**src/sv/coilw_pkg.sv**
```systemverilog
// coilw_pkg: types, constants and register indexes of the debounced coil writer.
// No dependencies; every other file of the block imports it.
`timescale 1ns / 1ps
`default_nettype none

package coilw_pkg;

    localparam int CH_MAX       = 8;
    localparam int DEF_CHANNELS = 8;

    localparam int TIME_W  = 32;
    localparam int MS_W    = 16;
    localparam int ATT_W   = 3;
    localparam int CH_W    = 3;
    localparam int CFG_IDX_W = 4;
    localparam int CFG_DATA_W = 16;

    localparam logic [MS_W-1:0]  POLL_RESET     = 16'd50;
    localparam logic [MS_W-1:0]  DEBOUNCE_RESET = 16'd30;
    localparam logic [ATT_W-1:0] ATTEMPTS_RESET = 3'd3;
    localparam logic [MS_W-1:0]  BASE_RESET     = 16'd0;

    localparam logic [CFG_IDX_W-1:0] REG_POLL     = 4'd0;
    localparam logic [CFG_IDX_W-1:0] REG_DEBOUNCE = 4'd1;
    localparam logic [CFG_IDX_W-1:0] REG_ATTEMPTS = 4'd2;
    localparam logic [CFG_IDX_W-1:0] REG_BASE     = 4'd3;

    localparam logic CMD_SAMPLE  = 1'b0;
    localparam logic CMD_OUTCOME = 1'b1;

    localparam logic KIND_REQUEST = 1'b0;
    localparam logic KIND_ABANDON = 1'b1;

    typedef struct packed {
        logic              cmd;
        logic [TIME_W-1:0] now_ms;
        logic [CH_MAX-1:0] pin_levels;
        logic [CH_W-1:0]   outcome_channel;
        logic              write_ok;
    } in_word_t;

    typedef struct packed {
        logic             kind;
        logic [CH_W-1:0]  channel;
        logic [MS_W-1:0]  coil_address;
        logic             coil_value;
        logic [ATT_W-1:0] attempt;
        logic             last;
    } out_word_t;

    typedef struct packed {
        logic              prime;
        logic              sample_go;
        logic              outcome_go;
        logic              write_ok;
        logic              pin;
        logic [TIME_W-1:0] now_ms;
        logic [MS_W-1:0]   stable_ms;
        logic [ATT_W-1:0]  max_attempts;
    } lane_ctl_t;

    typedef struct packed {
        logic             emit;
        logic             kind;
        logic             value;
        logic [ATT_W-1:0] attempt;
    } lane_res_t;

endpackage

`default_nettype wire

```
**src/sv/coilw_lane.sv**
```systemverilog
// coilw_lane: per-channel debounce and write-retry state of one channel.
// Depends on coilw_pkg for the control and result structs.
`timescale 1ns / 1ps
`default_nettype none

module coilw_lane (
    input  wire logic               clk,
    input  wire logic               rst_n,
    input  wire coilw_pkg::lane_ctl_t ctl,
    output coilw_pkg::lane_res_t    res
);
    import coilw_pkg::*;

    logic              raw_level_reg, raw_level_next;
    logic [TIME_W-1:0] change_time_reg, change_time_next;
    logic              sent_value_reg, sent_value_next;
    logic              pending_reg, pending_next;
    logic              pending_value_reg, pending_value_next;
    logic [ATT_W-1:0]  attempt_count_reg, attempt_count_next;

    logic              raw;
    logic [TIME_W-1:0] elapsed;
    logic              settled;

    assign raw     = ~ctl.pin;
    assign elapsed = ctl.now_ms - change_time_reg;
    assign settled = elapsed >= {{(TIME_W-MS_W){1'b0}}, ctl.stable_ms};

    always_comb
    begin
        raw_level_next     = raw_level_reg;
        change_time_next   = change_time_reg;
        sent_value_next    = sent_value_reg;
        pending_next       = pending_reg;
        pending_value_next = pending_value_reg;
        attempt_count_next = attempt_count_reg;
        res.emit    = 1'b0;
        res.kind    = KIND_REQUEST;
        res.value   = raw;
        res.attempt = ATT_W'(1);

        if (ctl.prime)
        begin
            raw_level_next     = raw;
            change_time_next   = ctl.now_ms;
            sent_value_next    = ~raw;
            pending_next       = 1'b1;
            pending_value_next = raw;
            attempt_count_next = ATT_W'(1);
            res.emit           = 1'b1;
        end
        else if (ctl.sample_go)
        begin
            if (raw != raw_level_reg)
            begin
                raw_level_next   = raw;
                change_time_next = ctl.now_ms;
            end
            else if (settled && raw != sent_value_reg && !pending_reg)
            begin
                pending_next       = 1'b1;
                pending_value_next = raw;
                attempt_count_next = ATT_W'(1);
                res.emit           = 1'b1;
            end
        end
        else if (ctl.outcome_go && pending_reg)
        begin
            res.value = pending_value_reg;
            if (ctl.write_ok)
            begin
                sent_value_next    = pending_value_reg;
                pending_next       = 1'b0;
                attempt_count_next = '0;
            end
            else if (attempt_count_reg < ctl.max_attempts)
            begin
                attempt_count_next = attempt_count_reg + ATT_W'(1);
                res.emit           = 1'b1;
                res.attempt        = attempt_count_next;
            end
            else
            begin
                res.emit           = 1'b1;
                res.kind           = KIND_ABANDON;
                res.attempt        = attempt_count_reg;
                pending_next       = 1'b0;
                attempt_count_next = '0;
            end
        end
    end

    always_ff @(posedge clk or negedge rst_n)
    begin
        if (!rst_n)
        begin
            raw_level_reg     <= 1'b0;
            change_time_reg   <= '0;
            sent_value_reg    <= 1'b0;
            pending_reg       <= 1'b0;
            attempt_count_reg <= '0;
        end
        else
        begin
            raw_level_reg     <= raw_level_next;
            change_time_reg   <= change_time_next;
            sent_value_reg    <= sent_value_next;
            pending_reg       <= pending_next;
            attempt_count_reg <= attempt_count_next;
        end
    end

    always_ff @(posedge clk)
    begin
        pending_value_reg <= pending_value_next;
    end

endmodule

`default_nettype wire

```
**src/sv/coilw_merge.sv**
```systemverilog
// coilw_merge: holds one item's lane results; drains one word a cycle unless stalled.
// Depends on coilw_pkg for the lane result and output word types.
`timescale 1ns / 1ps
`default_nettype none

module coilw_merge #(
    parameter int LANES = coilw_pkg::DEF_CHANNELS
) (
    input  wire logic                 clk,
    input  wire logic                 rst_n,
    input  wire logic                 load,
    input  wire coilw_pkg::lane_res_t lane_res [LANES],
    input  wire logic [coilw_pkg::MS_W-1:0] coil_base,
    output logic                      free,
    output logic                      out_valid,
    input  wire logic                 out_ready,
    output coilw_pkg::out_word_t      out_word
);
    import coilw_pkg::*;

    localparam int SEL_W = (LANES > 1) ? $clog2(LANES) : 1;

    logic [LANES-1:0] mask_reg, mask_next;
    lane_res_t        res_reg [LANES];
    logic             out_valid_reg;
    out_word_t        out_reg;

    logic [SEL_W-1:0] sel;
    logic [LANES-1:0] remaining;
    logic             adv;
    logic             found;
    lane_res_t        pick;

    always_comb
    begin
        sel   = '0;
        found = 1'b0;
        for (int i = 0; i < LANES; i++)
        begin
            if (mask_reg[i] && !found)
            begin
                sel   = SEL_W'(i);
                found = 1'b1;
            end
        end
    end

    always_comb
    begin
        remaining      = mask_reg;
        remaining[sel] = 1'b0;
    end

    assign pick = res_reg[sel];
    assign adv  = (mask_reg != '0) && (!out_valid_reg || out_ready);
    assign free = (mask_reg == '0) || (adv && remaining == '0);

    always_comb
    begin
        for (int i = 0; i < LANES; i++)
        begin
            mask_next[i] = lane_res[i].emit;
        end
    end

    always_ff @(posedge clk or negedge rst_n)
    begin
        if (!rst_n)
        begin
            mask_reg      <= '0;
            out_valid_reg <= 1'b0;
        end
        else
        begin
            if (load)
            begin
                mask_reg <= mask_next;
            end
            else if (adv)
            begin
                mask_reg <= remaining;
            end
            if (adv)
            begin
                out_valid_reg <= 1'b1;
            end
            else if (out_ready)
            begin
                out_valid_reg <= 1'b0;
            end
        end
    end

    always_ff @(posedge clk)
    begin
        if (load)
        begin
            res_reg <= lane_res;
        end
        if (adv)
        begin
            out_reg.kind         <= pick.kind;
            out_reg.channel      <= CH_W'(sel);
            out_reg.coil_address <= coil_base + MS_W'(sel);
            out_reg.coil_value   <= pick.value;
            out_reg.attempt      <= pick.attempt;
            out_reg.last         <= (remaining == '0);
        end
    end

    assign out_valid = out_valid_reg;
    assign out_word  = out_reg;

endmodule

`default_nettype wire

```
**src/sv/debounced_input_coil_writer.sv**
```systemverilog
// debounced_input_coil_writer: top level with configuration registers, poll pacing,
// one coilw_lane per channel and the coilw_merge output stage. Depends on coilw_pkg.
`timescale 1ns / 1ps
`default_nettype none

// Each accepted word is evaluated by all channel lanes in the cycle it is taken;
// the merge stage then delivers its results, lowest channel first, one word per
// cycle while out_ready allows, with last set on the final one. A pin sample can
// yield up to one write request per channel, a write outcome at most one word,
// and a word that yields nothing is taken every cycle. The next input word is
// taken in the cycle the previous item's final result moves to the output
// register, so the output drain rate of the merge stage sets the throughput.
// Channels above eight are clipped to the width of pin_levels.
module debounced_input_coil_writer #(
    parameter int CHANNELS = coilw_pkg::DEF_CHANNELS
) (
    input  wire logic                          clk,
    input  wire logic                          rst_n,
    input  wire logic                          in_valid,
    output logic                               in_ready,
    input  wire coilw_pkg::in_word_t           in_word,
    output logic                               out_valid,
    input  wire logic                          out_ready,
    output coilw_pkg::out_word_t               out_word,
    input  wire logic                          cfg_valid,
    output logic                               cfg_ready,
    input  wire logic [coilw_pkg::CFG_IDX_W-1:0]  cfg_index,
    input  wire logic [coilw_pkg::CFG_DATA_W-1:0] cfg_data
);
    import coilw_pkg::*;

    localparam int NCH = (CHANNELS < CH_MAX) ? CHANNELS : CH_MAX;

    logic [MS_W-1:0]   poll_reg;
    logic [MS_W-1:0]   debounce_reg;
    logic [ATT_W-1:0]  attempts_reg;
    logic [MS_W-1:0]   base_reg;
    logic [TIME_W-1:0] last_poll_reg;
    logic              primed_reg;

    logic              accept;
    logic              sample_acc;
    logic              prime;
    logic              sample_go;
    logic              outcome_acc;
    logic              pace_ok;
    logic [TIME_W-1:0] since_poll;
    logic              free;

    lane_ctl_t         ctl [NCH];
    lane_res_t         res [NCH];

    assign cfg_ready  = 1'b1;
    assign in_ready   = free;
    assign accept     = in_valid && free;
    assign since_poll = in_word.now_ms - last_poll_reg;
    assign pace_ok    = since_poll >= {{(TIME_W-MS_W){1'b0}}, poll_reg};
    assign sample_acc = accept && (in_word.cmd == CMD_SAMPLE);
    assign prime      = sample_acc && !primed_reg;
    assign sample_go  = sample_acc && primed_reg && pace_ok;
    assign outcome_acc = accept && (in_word.cmd == CMD_OUTCOME)
                         && ({1'b0, in_word.outcome_channel} < (CH_W+1)'(NCH));

    always_comb
    begin
        for (int i = 0; i < NCH; i++)
        begin
            ctl[i].prime        = prime;
            ctl[i].sample_go    = sample_go;
            ctl[i].outcome_go   = outcome_acc && (in_word.outcome_channel == CH_W'(i));
            ctl[i].write_ok     = in_word.write_ok;
            ctl[i].pin          = in_word.pin_levels[i];
            ctl[i].now_ms       = in_word.now_ms;
            ctl[i].stable_ms    = debounce_reg;
            ctl[i].max_attempts = attempts_reg;
        end
    end

    for (genvar g = 0; g < NCH; g++)
    begin : g_lane
        coilw_lane u_lane (
            .clk   (clk),
            .rst_n (rst_n),
            .ctl   (ctl[g]),
            .res   (res[g])
        );
    end

    coilw_merge #(
        .LANES (NCH)
    ) u_merge (
        .clk       (clk),
        .rst_n     (rst_n),
        .load      (accept),
        .lane_res  (res),
        .coil_base (base_reg),
        .free      (free),
        .out_valid (out_valid),
        .out_ready (out_ready),
        .out_word  (out_word)
    );

    always_ff @(posedge clk or negedge rst_n)
    begin
        if (!rst_n)
        begin
            poll_reg      <= POLL_RESET;
            debounce_reg  <= DEBOUNCE_RESET;
            attempts_reg  <= ATTEMPTS_RESET;
            base_reg      <= BASE_RESET;
            last_poll_reg <= '0;
            primed_reg    <= 1'b0;
        end
        else
        begin
            if (cfg_valid)
            begin
                unique case (cfg_index)
                    REG_POLL:     poll_reg     <= cfg_data;
                    REG_DEBOUNCE: debounce_reg <= cfg_data;
                    REG_ATTEMPTS: attempts_reg <= cfg_data[ATT_W-1:0];
                    REG_BASE:     base_reg     <= cfg_data;
                    default:      ;
                endcase
            end
            if (prime || sample_go)
            begin
                last_poll_reg <= in_word.now_ms;
            end
            if (prime)
            begin
                primed_reg <= 1'b1;
            end
        end
    end

endmodule

`default_nettype wire
```
**config.mk**
```make
export PLATFORM = sky130hd
export DESIGN_NAME = debounced_input_coil_writer
export DESIGN_NICKNAME = d
export VERILOG_FILES = /design/src/sv/coilw_pkg.sv /design/src/sv/coilw_lane.sv /design/src/sv/coilw_merge.sv /design/src/sv/debounced_input_coil_writer.sv
export SDC_FILE = /design/constraint.sdc
export NUM_CORES = 2
export LEC_CHECK = 0
export BUFFER_PORTS_ARGS = -buffer_cell sky130_fd_sc_hd__buf_2
export CAP_MARGIN = 20
export CORE_MARGIN = 1.5
export CORE_UTILIZATION = 59
export CTS_CLUSTER_DIAMETER = 80
export DETAILED_ROUTE_END_ITERATION = 8
export PLACE_DENSITY_LB_ADDON = 0.12
export SYNTH_ARGS = -nofsm -noshare
export SYNTH_HDL_FRONTEND = slang
export SYNTH_SLANG_ARGS = --single-unit
```
**constraint.sdc**
```tcl
create_clock -name clk -period 4.85 [get_ports clk]
set_input_delay 0.2425 -clock clk [delete_from_list [all_inputs] [get_ports clk]]
set_output_delay 0.2425 -clock clk [all_outputs]
set_load 0.005 [all_outputs]
```
==> summary.md <==
| Metric | Value |
|---|---|
| Status | `finished, violations left` |
| Failing checks | `setup timing` |
| Root buf cell | `clkbuf_16` |
| CTS Buf Count | `a little under 60` |
| Crit. Startpoint | `last_poll_reg[0]$_DFFE_PN0P_` |
| RePlAce Congestion | `0.976` |
| CP arrival | `roughly 6 ns` |
| Hpwl dp | `96.6 mm` |
| H-tree depth | `2` |
| Drt pass-1 iters | `6` |
| Share of cells above drive strength 1 | `0.229` |
| Area added between synthesis and finish | `24.8%` |
| Final setup TNS | `-109.68 ns` |
| Worst Hold Endpoint | `last_poll_reg[0]$_DFFE_PN0P_` |
| Pre-CTS WS | `-1.04 ns` |
| Routed WL per cell | `22.6 um` |
| Skew-Pair Late Insertion Delay | `between 0.6 and 0.7 ns` |
| Clock skew after layout | `0.0222 ns` |
| DP Area | `45200 um2` |
| Non-Filler Instances | `6043` |
| Die Wd | `around 260 um` |
| Final WL | `137 mm` |
| PnR Total Power | `36.1 mW` |
| PortBufs | `96` |
| Vias | `37926` |
| Avg Cell Area, Syn | `roughly 9 um2` |
| Die H | `264 um` |
| Clock tree from TritonCTS | `yes` |
| Largest net degree at the start of global routing | `135` |
| Post-synth cell types | `104` |
| Nets@finish | `5658` |
| Final Util | `0.745` |
| CORE AREA | `around 67000 um2` |
| Crit-path slowest cell | `or4_4` |
| Hold Crit Depth | `3` |
| Clock transition at path regs | `0.06 ns` |
| Final instance area | `roughly 50000 um2` |
| DRC | `0` |
| Grt total ovfl | `0` |
| Primary FF master, synth | `dfrtp_1` |
| Post-detailed-route count of antenna-violating nets | `0` |
| Reg2reg start | `last_poll_reg[0]$_DFFE_PN0P_` |
| Setup crit start kind | `register` |
| Cell repeated most along the worst path | `buf_12` |
| Fin. max-slew vios | `0` |
| RSZ-0062 raised after global routing | `true` |
| Peak VDD IR | `0.000403 V` |
| First-pass GRT wire length | `205 mm` |
| Cells on worst reg2reg path | `25` |
| Total track usage | `0.375` |
| Reg-to-reg endpoint | `g_lane[4].u_lane.change_time_reg[31]$_DFFE_PN0P_` |
| Final setup fails | `~340` |
| Slew headroom | `0.299` |
| Worst Path Required | `roughly 5.4 ns` |
| Maxcap violations | `0` |
| Worst R2R Setup Slack | `-0.46 ns` |
| Worst-Margin Slew | `between 1 and 1.5 ns` |
| Vias per cell | `6.28` |
| Placement Rows | `95` |
| Clock Path Buffers | `3` |
| Yosys warnings | `0` |
| Hold path start | `in_word[12]` |
| Post-synth ARST share | `0.845` |
| Placed insts | `5815` |
| Initial antenna violation count | `3` |
| Worst hold path type | `input pin to register` |
| Final Hold Fails | `0` |
| Syn Nets | `5027` |
| Starting Density | `0.597` |
| Number of flip-flops under the largest register name | `256` |
| CTS Sinks | `470` |
| Critical path type | `register to register` |
| FMAX | `188 MHz` |
| Mapped Cells | `4489` |
| Post-synth EDFFs | `73` |
| Mapped Area | `around 40000 um2` |
| Crit. End Element | `register` |
| Final period util | `1.09` |
| Vias in the first global route | `36478` |
| Worst Path Max Fanout | `8` |
| Leak | `between 20 and 25 nW` |
| Die Footprint | `between 60000 and 70000 um2` |
| Hold Worst Slack | `0.0256 ns` |
| Register area share after synthesis | `0.302` |
| DRT iter0 DRCs | `2970` |
| Post-synthesis register bit count | `470` |
| Final worst path period need | `~5.3 ns` |
| Worst setup margin | `-0.456 ns` |
| Power per cell area | `720 nW/um2` |
| Critical path's largest stage delay | `0.50 ns` |
| I/O pins | `98` |
==> logic make-up after synthesis <==
group           count (synthesis)  synth area share
xor+xnor                      224            0.0489
other cells                     1         0.0000934
simple gates                 1207             0.146
compound gates               1211             0.199
mux                           355             0.100
buf+inv                       552            0.0550
flops                         470             0.302
fa+ha+maj                     469             0.148
==> critical path, delay by kind of cell, from the launching register on <==
family,cells,cell delay (ns)
flip-flops,1,0.41
multiplexers,1,0.31
AND/OR/NAND/NOR,7,1.52
adder cells (fa/ha/maj),2,0.49
buffers and inverters,5,0.77
XOR/XNOR,1,0.23
AO/OA/AOI/OAI,9,1.45
==> per-layer routing <==
metal / up-vias / part of all wire / track usage
met4: 2 / 0.068 / 0.204
met5: - / 0.00010 / 0
met2: 1562 / 0.45 / 0.601
li1: 17655 / - / -
met3: 413 / 0.078 / 0.0670
met1: 18294 / 0.41 / 0.480
==> cell usage after synthesis, types with 20 or more instances <==
master	n	area [um2]
nor3_1	84	420
mux2i_1	36	360
nand3b_1	21	158
inv_1	402	1510
xor2_1	74	648
o21bai_1	29	218
dfrtp_1	388	9710
mux2_2	92	1040
nand2b_1	56	350
ha_1	458	5730
a211oi_1	46	345
edfxtp_1	73	2190
nand4_1	68	425
nor2_1	307	1150
buf_4	25	188
clkbuf_1	103	387
xnor2_1	150	1310
and3_1	38	238
a31oi_1	50	313
nand2_1	333	1250
nor4_1	27	169
o21a_1	56	420
a21o_1	114	856
o21ai_0	234	1170
nor2b_1	42	263
a211o_1	20	175
or3_1	24	150
a21oi_1	355	1780
nand3_1	117	586
mux2_1	221	2490
o211ai_1	45	338
==> layout make-up <==
type	instances	area [um2]
Timing Repair Buffer	718	6220
Antenna cell	2	5.00
Clock inverter	41	450
Sequential cell	470	12100
Tap cell	873	1090
Multi-Input combinational cell	3467	27100
Clock buffer	67	1560
Inverter	405	1530
Fill cell	4932	17200
==> timing repair <==
item | in CTS | in global routing
gates resized for setup | 121 | 268
buffers inserted | 33 | 31
endpoints found under the setup margin | 346 | 347
cloned | 9 | 16
pin swaps | 18 | 43
hold buffers | 37 | 1
endpoints found under the hold margin | 149 | 1
==> power breakdown <==
group / switching (mW) / leakage [nW] / internal [mW]
combinational: 13.1 / 17.5 / 11.5
clock: 1.92 / 0.980 / 2.65
sequential: 1.08 / 5.42 / 5.83
total: 16.1 / 23.9 / 19.9
==> layout by cell type (no fill, tap or decap), types with 101 or more instances in the layout <==
master   count
xnor2_1    149
dfrtp_1    388
buf_4      497
inv_1      400
a21oi_1    348
o21ai_0    202
nand3_1    112
mux2_4     161
a21o_1     114
nor2_1     302
mux2_1     101
nand2_1    322
ha_1       448
==> worst max path at each step <==
stage,to,slack (ns),depth (start not counted)
2_1_floorplan,g_lane[6].u_lane.change_time_reg[10]$_DFFE_PN0P_,0.03,23
3_3_place_gp,g_lane[5].u_lane.attempt_count_reg[1]$_DFFE_PN0P_,-0.89,26
3_5_place_dp,g_lane[5].u_lane.attempt_count_reg[1]$_DFFE_PN0P_,-1.04,26
4_1_cts,g_lane[4].u_lane.change_time_reg[8]$_DFFE_PN0P_,-0.38,23
5_1_grt,g_lane[4].u_lane.change_time_reg[23]$_DFFE_PN0P_,-0.71,25
6_report,g_lane[4].u_lane.change_time_reg[31]$_DFFE_PN0P_,-0.46,25
No activity file was read; power rests on OpenSTA's default activity.
